File: config.mk
export PLATFORM = sky130hd
export DESIGN_NAME = periodic_task_scheduler_table
export DESIGN_NICKNAME = d
export VERILOG_FILES = /design/src/hdl/pts_pkg.sv /design/src/hdl/periodic_task_scheduler_table.sv /design/src/hdl/pts_ram.sv /design/src/hdl/pts_front.sv /design/src/hdl/pts_engine.sv
export SDC_FILE = /design/constraint.sdc
export NUM_CORES = 1
export LEC_CHECK = 0
export BUFFER_PORTS_ARGS = -buffer_cell sky130_fd_sc_hd__buf_4
export CAP_MARGIN = 10
export CELL_PAD_IN_SITES_DETAIL_PLACEMENT = 1
export CELL_PAD_IN_SITES_GLOBAL_PLACEMENT = 1
export CORE_ASPECT_RATIO = 0.75
export CORE_MARGIN = 5
export CORE_UTILIZATION = 37
export DETAILED_ROUTE_END_ITERATION = 16
export GPL_TIMING_DRIVEN = 0
export PLACE_DENSITY = 0.7
export SLEW_MARGIN = 20
export SYNTH_ARGS = -nofsm -noshare
export SYNTH_HDL_FRONTEND = slang
export SYNTH_SLANG_ARGS = --single-unit
File: constraint.sdc
create_clock -name clk -period 13.22 [get_ports clk]
set_clock_uncertainty 0.05 [all_clocks]
set_input_delay 1.322 -clock clk [delete_from_list [all_inputs] [get_ports clk]]
set_output_delay 1.322 -clock clk [all_outputs]
set_load 0.01 [all_outputs]
File: src/hdl/pts_pkg.sv
// shared types and codes for the periodic task scheduler table
package pts_pkg;

  localparam int SLOT_W = 6;
  localparam int TIME_W = 16;

  typedef enum logic [1:0] {
    OP_CREATE   = 2'd0,
    OP_DELETE   = 2'd1,
    OP_TICK     = 2'd2,
    OP_DISPATCH = 2'd3
  } op_t;

  typedef enum logic [2:0] {
    STS_CREATED = 3'd0,
    STS_FULL    = 3'd1,
    STS_DELETED = 3'd2,
    STS_TICKED  = 3'd3,
    STS_RUN     = 3'd4,
    STS_IDLE    = 3'd5
  } status_t;

  // classified command handed from the front end to the engine
  typedef struct packed {
    op_t               op;
    logic              slot_ok;
    logic [SLOT_W-1:0] slot;
    logic [TIME_W-1:0] period;
    logic [TIME_W-1:0] delay;
  } cmd_t;

endpackage

File: src/hdl/periodic_task_scheduler_table.sv
// top level of the periodic task scheduler table
//
// commands enter on the s_ group: s_tuser carries the operation (create, delete,
// tick, dispatch) and s_tdata the slot, period and initial delay. results leave
// on the m_ group: m_tuser carries the status, m_tdata the task slot and m_tlast
// marks the final result of a command.
// a two-entry queue sits between the input stage and the engine, so commands
// are taken while the engine works or while a result waits in the output register.
// delete is answered from the idle state: its queued command goes straight to
// the result register. create, tick and dispatch walk the slot table one entry
// per cycle while no result stalls, through the period/countdown ram (one read
// and one write port). a tick, a full create or an empty dispatch answers once
// the walk has passed every slot; dispatch results leave one per cycle, unless
// stalled, as the walk meets ready slots, and a create stops at the first free
// slot. the engine ends each walk before it takes the next command from the queue.
// reset empties the queue, drops any pending result and frees every slot; the
// ram needs no clearing since a free slot's entry is rewritten by its create.
// when a result is due but m_tready holds the last one, the engine keeps its place
// until the result register drains; the queue then fills and s_tready drops.
module periodic_task_scheduler_table #(
  parameter int TASK_SLOTS = 8
) (
  input  logic        clk,
  input  logic        rst,
  input  logic        s_tvalid,
  output logic        s_tready,
  input  logic [39:0] s_tdata,   // slot[7:0], period[23:8], delay[39:24]
  input  logic [1:0]  s_tuser,   // func[1:0]
  output logic        m_tvalid,
  input  logic        m_tready,
  output logic [7:0]  m_tdata,   // task_slot[5:0], zero[7:6]
  output logic [2:0]  m_tuser,   // status[2:0]
  output logic        m_tlast
);
  import pts_pkg::*;

  logic q_valid;
  cmd_t q_cmd;
  logic q_pop;

  pts_front #(
    .TASK_SLOTS (TASK_SLOTS)
  ) u_front (
    .clk      (clk),
    .rst      (rst),
    .s_tvalid (s_tvalid),
    .s_tready (s_tready),
    .s_tdata  (s_tdata),
    .s_tuser  (s_tuser),
    .q_valid  (q_valid),
    .q_cmd    (q_cmd),
    .q_pop    (q_pop)
  );

  pts_engine #(
    .TASK_SLOTS (TASK_SLOTS)
  ) u_engine (
    .clk      (clk),
    .rst      (rst),
    .q_valid  (q_valid),
    .q_cmd    (q_cmd),
    .q_pop    (q_pop),
    .m_tvalid (m_tvalid),
    .m_tready (m_tready),
    .m_tdata  (m_tdata),
    .m_tuser  (m_tuser),
    .m_tlast  (m_tlast)
  );

endmodule

File: src/hdl/pts_ram.sv
// generic single-write, registered-read ram
module pts_ram #(
  parameter int WIDTH = 32,
  parameter int DEPTH = 8
) (
  input  logic                                    clk,
  input  logic                                    we,
  input  logic [((DEPTH > 1) ? $clog2(DEPTH) : 1)-1:0] wa,
  input  logic [WIDTH-1:0]                        wd,
  input  logic                                    re,
  input  logic [((DEPTH > 1) ? $clog2(DEPTH) : 1)-1:0] ra,
  output logic [WIDTH-1:0]                        rd
);

  logic [WIDTH-1:0] mem [DEPTH];

  always_ff @(posedge clk) begin
    if (we) begin
      mem[wa] <= wd;
    end
    if (re) begin
      rd <= mem[ra];
    end
  end

endmodule

File: src/hdl/pts_front.sv
// input stage: accepts transactions, classifies them and queues them for the engine
module pts_front #(
  parameter int TASK_SLOTS = 8
) (
  input  logic          clk,
  input  logic          rst,
  input  logic          s_tvalid,
  output logic          s_tready,
  input  logic [39:0]   s_tdata,
  input  logic [1:0]    s_tuser,
  output logic          q_valid,
  output pts_pkg::cmd_t q_cmd,
  input  logic          q_pop
);
  import pts_pkg::*;

  cmd_t       fifo [2];
  logic       wptr;
  logic       rptr;
  logic [1:0] cnt;
  cmd_t       cmd_in;
  logic       push;
  logic [7:0] slot_raw;

  assign slot_raw = s_tdata[7:0];

  always_comb begin
    cmd_in.op      = op_t'(s_tuser);
    cmd_in.slot_ok = ({1'b0, slot_raw} < 9'(TASK_SLOTS));
    cmd_in.slot    = slot_raw[SLOT_W-1:0];
    cmd_in.period  = s_tdata[23:8];
    cmd_in.delay   = s_tdata[39:24];
  end

  assign s_tready = (cnt != 2'd2);
  assign push     = s_tvalid && s_tready;
  assign q_valid  = (cnt != 2'd0);
  assign q_cmd    = fifo[rptr];

  always_ff @(posedge clk) begin
    if (push) begin
      fifo[wptr] <= cmd_in;
    end
  end

  always_ff @(posedge clk) begin
    if (rst) begin
      wptr <= 1'b0;
      rptr <= 1'b0;
      cnt  <= 2'd0;
    end else begin
      if (push) begin
        wptr <= ~wptr;
      end
      if (q_pop) begin
        rptr <= ~rptr;
      end
      if (push && !q_pop) begin
        cnt <= cnt + 2'd1;
      end else if (!push && q_pop) begin
        cnt <= cnt - 2'd1;
      end
    end
  end

endmodule

File: src/hdl/pts_engine.sv
// back end: walks the slot table (not for delete) and drives the result register
module pts_engine #(
  parameter int TASK_SLOTS = 8
) (
  input  logic          clk,
  input  logic          rst,
  input  logic          q_valid,
  input  pts_pkg::cmd_t q_cmd,
  output logic          q_pop,
  output logic          m_tvalid,
  input  logic          m_tready,
  output logic [7:0]    m_tdata,
  output logic [2:0]    m_tuser,
  output logic          m_tlast
);
  import pts_pkg::*;

  localparam int IW = (TASK_SLOTS > 1) ? $clog2(TASK_SLOTS) : 1;
  localparam int CW = $clog2(TASK_SLOTS + 1);
  localparam int DW = 2 * TIME_W;

  typedef enum logic [1:0] {
    S_IDLE = 2'b01,
    S_WALK = 2'b10
  } state_t;

  state_t                state;
  cmd_t                  cmd;
  logic [CW-1:0]         iss;
  logic                  p_vld;
  logic [IW-1:0]         p_idx;
  logic                  any_run;
  logic [TASK_SLOTS-1:0] used;
  logic [TASK_SLOTS-1:0] ready;

  logic                  can_emit;
  logic                  emit;
  status_t               emit_sts;
  logic [SLOT_W-1:0]     emit_slot;
  logic                  emit_last;
  logic                  stall;
  logic                  finish;
  logic                  start;
  logic                  iss_more;

  logic                  ram_we;
  logic [IW-1:0]         ram_wa;
  logic [DW-1:0]         ram_wd;
  logic                  ram_re;
  logic [DW-1:0]         ram_rd;
  logic [TIME_W-1:0]     cur_cnt;
  logic [TIME_W-1:0]     cur_per;

  logic [IW-1:0]         upd_idx;
  logic                  used_set;
  logic                  used_clr;
  logic                  rdy_set;
  logic                  rdy_clr;
  logic [TASK_SLOTS-1:0] above;
  logic                  more_ready;

  assign can_emit = !m_tvalid || m_tready;
  assign iss_more = (iss < CW'(TASK_SLOTS));
  assign cur_cnt  = ram_rd[TIME_W-1:0];
  assign cur_per  = ram_rd[DW-1:TIME_W];

  // ready slots above the one in the process stage decide tlast on dispatch
  always_comb begin
    for (int j = 0; j < TASK_SLOTS; j++) begin
      above[j] = (j > int'(p_idx));
    end
    more_ready = |(ready & above);
  end

  always_comb begin
    emit      = 1'b0;
    emit_sts  = STS_TICKED;
    emit_slot = '0;
    emit_last = 1'b1;
    finish    = 1'b0;
    start     = 1'b0;
    q_pop     = 1'b0;
    ram_we    = 1'b0;
    ram_wa    = p_idx;
    ram_wd    = ram_rd;
    upd_idx   = p_idx;
    used_set  = 1'b0;
    used_clr  = 1'b0;
    rdy_set   = 1'b0;
    rdy_clr   = 1'b0;

    unique case (state)
      S_IDLE: begin
        upd_idx = q_cmd.slot[IW-1:0];
        if (q_valid) begin
          if (q_cmd.op == OP_DELETE) begin
            emit     = 1'b1;
            emit_sts = STS_DELETED;
            if (can_emit) begin
              q_pop    = 1'b1;
              used_clr = q_cmd.slot_ok;
              rdy_clr  = q_cmd.slot_ok;
            end
          end else begin
            q_pop = 1'b1;
            start = 1'b1;
          end
        end
      end
      S_WALK: begin
        case (cmd.op)
          OP_CREATE: begin
            if (p_vld && !used[p_idx]) begin
              emit      = 1'b1;
              emit_sts  = STS_CREATED;
              emit_slot = SLOT_W'(p_idx);
              if (can_emit) begin
                ram_we   = 1'b1;
                ram_wd   = {cmd.period, cmd.delay};
                used_set = 1'b1;
                rdy_clr  = 1'b1;
                finish   = 1'b1;
              end
            end else if (!p_vld && !iss_more) begin
              emit     = 1'b1;
              emit_sts = STS_FULL;
              finish   = can_emit;
            end
          end
          OP_TICK: begin
            if (p_vld && used[p_idx]) begin
              ram_we = 1'b1;
              if (cur_cnt == '0) begin
                ram_wd  = {cur_per, cur_per};
                rdy_set = 1'b1;
              end else begin
                ram_wd = {cur_per, cur_cnt - TIME_W'(1)};
              end
            end else if (!p_vld && !iss_more) begin
              emit     = 1'b1;
              emit_sts = STS_TICKED;
              finish   = can_emit;
            end
          end
          default: begin
            if (p_vld && ready[p_idx]) begin
              emit      = 1'b1;
              emit_sts  = STS_RUN;
              emit_slot = SLOT_W'(p_idx);
              emit_last = !more_ready;
              if (can_emit) begin
                rdy_clr  = 1'b1;
                used_clr = (cur_per == '0);
              end
            end else if (!p_vld && !iss_more) begin
              // a dispatch with no ready slot still answers once
              emit     = !any_run;
              emit_sts = STS_IDLE;
              finish   = can_emit || any_run;
            end
          end
        endcase
      end
      default: begin
      end
    endcase
  end

  assign stall  = emit && !can_emit;
  assign ram_re = (state == S_WALK) && iss_more && !stall && !finish;

  pts_ram #(
    .WIDTH (DW),
    .DEPTH (TASK_SLOTS)
  ) u_ram (
    .clk (clk),
    .we  (ram_we),
    .wa  (ram_wa),
    .wd  (ram_wd),
    .re  (ram_re),
    .ra  (iss[IW-1:0]),
    .rd  (ram_rd)
  );

  always_ff @(posedge clk) begin
    if (start) begin
      cmd <= q_cmd;
    end
  end

  always_ff @(posedge clk) begin
    if (rst) begin
      state   <= S_IDLE;
      iss     <= '0;
      p_vld   <= 1'b0;
      p_idx   <= '0;
      any_run <= 1'b0;
    end else begin
      unique case (state)
        S_IDLE: begin
          if (start) begin
            state   <= S_WALK;
            iss     <= '0;
            p_vld   <= 1'b0;
            any_run <= 1'b0;
          end
        end
        S_WALK: begin
          if (finish) begin
            state <= S_IDLE;
            p_vld <= 1'b0;
          end else if (!stall) begin
            p_vld <= iss_more;
            p_idx <= iss[IW-1:0];
            if (iss_more) begin
              iss <= iss + CW'(1);
            end
          end
          if (emit && can_emit && emit_sts == STS_RUN) begin
            any_run <= 1'b1;
          end
        end
        default: begin
          state <= S_IDLE;
        end
      endcase
    end
  end

  always_ff @(posedge clk) begin
    if (rst) begin
      used  <= '0;
      ready <= '0;
    end else begin
      if (used_set) begin
        used[upd_idx] <= 1'b1;
      end
      if (used_clr) begin
        used[upd_idx] <= 1'b0;
      end
      if (rdy_set) begin
        ready[upd_idx] <= 1'b1;
      end
      if (rdy_clr) begin
        ready[upd_idx] <= 1'b0;
      end
    end
  end

  // result register
  always_ff @(posedge clk) begin
    if (rst) begin
      m_tvalid <= 1'b0;
    end else if (can_emit) begin
      m_tvalid <= emit;
    end
  end

  always_ff @(posedge clk) begin
    if (emit && can_emit) begin
      m_tuser <= emit_sts;
      m_tdata <= {2'b00, emit_slot};
      m_tlast <= emit_last;
    end
  end

endmodule

==> key figures <==
Run status
  • Status: completed

Floorplan
  • Die area: 0.0524 sq mm
  • CORE AREA: 0.0474 sq mm
  • Initial core utilization: 37.4%
  • Die Wd: 263 um
  • Ports: 60
  • Site row count: 69
  • Chip height: 199 um

Drt
  • ANT nets after route: 0
  • WL/cell: 25.3 um
  • Drt drc: 0
  • Avg Vias per Cell: 5.50
  • Post-Route WL: 45.2 mm
  • Via count: 9812
  • Drt pass-1 iters: 7
  • Initial detailed-routing violation count: 1001

Synth
  • Async SR Flop Fraction: 0%
  • Post-synth cell types: 74
  • Post-Syn Area per Cell: 17.8 sq um
  • EDFF count, synth: 405
  • Area leader, netlist: edfxtp_1
  • Synth area leaders: edfxtp_1 69%, mux4_2 8.3%, mux2_2 6.0%
  • Cell Area, Synth: 0.0177 sq mm
  • Post-synth top flop: edfxtp_1
  • Share of the synthesized area in the top cell type: 68.7%
  • Warnings from Yosys: 0
  • Register area share after synthesis: 72.4%
  • Cells after Synth: 996
  • Yosys reg bits: 438

Timing
  • RSZ-0062 raised after global routing: no
  • Fmax: 0.232 GHz
  • Endpoints failing setup: 0
  • Hold Vio Cnt, Final: 0
  • Fin crit period: 4320 ps
  • Period utilization: 32.7%
  • Slew margin rel.: 24.1%
  • Fin. max-slew vios: 0
  • Fin Setup TNS: 0 ps
  • Slew @ Worst Pin: 1130 ps
  • Hold WS: 452 ps
  • Setup ws final: 8900 ps

Power and ir drop
  • Pwr per Cell Area: 158 mW/mm^2
  • VDD IR max: 104 uV
  • Leakage power: 6.57 nW

Clock network
  • CTS tree: yes
  • CTS root buffer: clkbuf_16
  • Number of buffers created by CTS: 41
  • Number of post-CTS setup repair buffers: 0
  • Sink Count: 438
  • Clock Latency Late Sink: 550 ps
  • Worst-path clk slew: 70 ps
  • Htree depth: 2
  • CTS Buffer Depth: 3
  • Hold_buf cts: 0
  • Resize count post-CTS: 0

Placed design
  • Port Buffers: 54
  • Final weighted congestion in routability-driven placement: 0.883
  • Final HPWL DP: 31.3 mm
  • Placed Cells: 1715
  • Post-DP Area: 0.0194 sq mm
  • Pre-CTS WS: 8570 ps

GRT
  • Initial antenna violation count: 0
  • Total GRT Usage: 17.2%
  • Vias in the first global route: 10414
  • First-pass GRT wire length: 68.1 mm
  • Largest net degree at the start of global routing: 27
  • GR Overflow Total: 0

Final layout
  • Fillcell total: 4571
  • Finished Cell Area: 0.0207 sq mm
  • Commonest cells after routing, fill and taps aside: 405 x edfxtp_1, 94 x mux2_2, 69 x buf_4
  • Layout cells sized above 1: 29.7%
  • # diodes: 0
  • Cell Count, Final, Fillers Out: 1785
  • Final #Nets: 1171
  • Most common cell after layout, fill and taps aside: edfxtp_1
  • Area growth syn-to-layout: 16.7%

Setup path
  • Crit path max fanout: 10
  • Crit path capture type: flip-flop
  • Crit start category: flip-flop
  • R2r setup slk: 8900 ps
  • Critical path class: flip-flop to flip-flop
  • Worst EP arrival: 4580 ps
  • Required @ worst endpoint: 13480 ps

Job
  • Max-Cap Viols: 0

Worst hold path
  • Min-Delay Path Class: flip-flop to flip-flop
[critical path, cell delays in order, from the launching register on]
cell,delay [ps]
dfxtp_1,310
buf_2,250
mux2_2,390
a222oi_1,430
clkbuf_2,300
a21o_1,130
buf_2,260
nor2_1,140
o21ai_0,860
nor3_2,280
buf_4,270
buf_4,190
buf_4,190
[cell type report]
cell class / instances / area (sq um) / share of cell area (%)
tap: 639 / 800 / 3.87
inverter: 16 / 60.1 / 0.291
buffer: 53 / 262 / 1.27
timing repair buffer: 77 / 756 / 3.66
clock buffer: 51 / 1080 / 5.25
sequential: 438 / 12800 / 62.1
clock inverter: 18 / 210 / 1.02
multi-input combinational: 493 / 4660 / 22.6
[registers in the layout (all words and copies together) (netlist names), named ones only]
name / count
u_front.fifo: 76
u_engine.used: 1
u_front.cnt: 2
u_engine.u_ram.mem: 256
u_front.rptr: 1
u_engine.iss: 4
u_engine.u_ram.rd: 32
u_engine.state: 2
u_engine.m_tdata: 3
u_engine.any_run: 1
u_engine.cmd: 34
u_engine.p_vld: 1
u_front.wptr: 1
u_engine.p_idx: 3
u_engine.m_tlast: 1
u_engine.ready: 8
u_engine.m_tuser: 3
u_engine.m_tvalid: 1
[metal layers]
layer	vias up	wire length (um)	GRT usage (%)
li1	4249	-	-
met1	5186	21300	25.7
met2	317	20100	26.3
met3	60	2970	3.30
met4	0	817	3.85
met5	-	0	0
[Yosys cell counts, types with 5 or more instances]
cell type,instances
edfxtp_1,405
mux2_2,94
mux4_2,65
nor2_1,48
nand2_1,41
dfxtp_1,33
a21oi_1,31
clkbuf_1,27
o21ai_0,24
a211oi_1,17
inv_1,15
nor3_1,12
nand2b_1,11
a22oi_1,10
buf_1,9
mux2i_1,9
nor4_1,9
nor2b_1,8
and3_1,7
buf_2,7
buf_4,7
nand3_1,7
o211ai_1,6
o21a_1,6
ha_1,5
o221ai_1,5
[stage by stage]
step / utilization [%] / total power, W
CTS: 43.6 / 0.00329
finish: 43.6 / 0.00326
global route: 43.6 / 0.00340
global placement: 39.9 / 0.00209
floorplan: - / 0.00195
detailed placement: 40.8 / 0.00213
[worst paths after layout]
path                                        start                        end  cells past startpoint
worst max-delay path            u_engine.p_idx[0]  u_engine.u_ram.mem[2][21]                     12
worst min-delay path             u_engine.any_run           u_engine.any_run                      2
worst max register to register  u_engine.p_idx[0]  u_engine.u_ram.mem[2][21]                     12
worst min register to register   u_engine.any_run           u_engine.any_run                      2
[cell families (layout without fill, tap and decap cells)]
family                   count (synthesis)  in the layout  synth area share [%]
buffers and inverters                   69            215                  1.79
multiplexers                           168            168                  14.8
adder cells (fa/ha/maj)                  5              5                 0.353
AND/OR/NAND/NOR                        172            172                  4.97
other                                    1              5                0.0212
flip-flops                             438            438                  72.4
XOR/XNOR                                 4              4                 0.198
AO/OA/AOI/OAI                          139            139                  5.51
[power by group]
group,total [W],switching [W],internal [W],leakage [nW]
clock network,0.00116,0.000503,0.000662,0.628
registers,0.00170,0.0000526,0.00164,3.94
logic,0.000400,0.000261,0.000139,2.00
(Power assumes the default switching activity.)
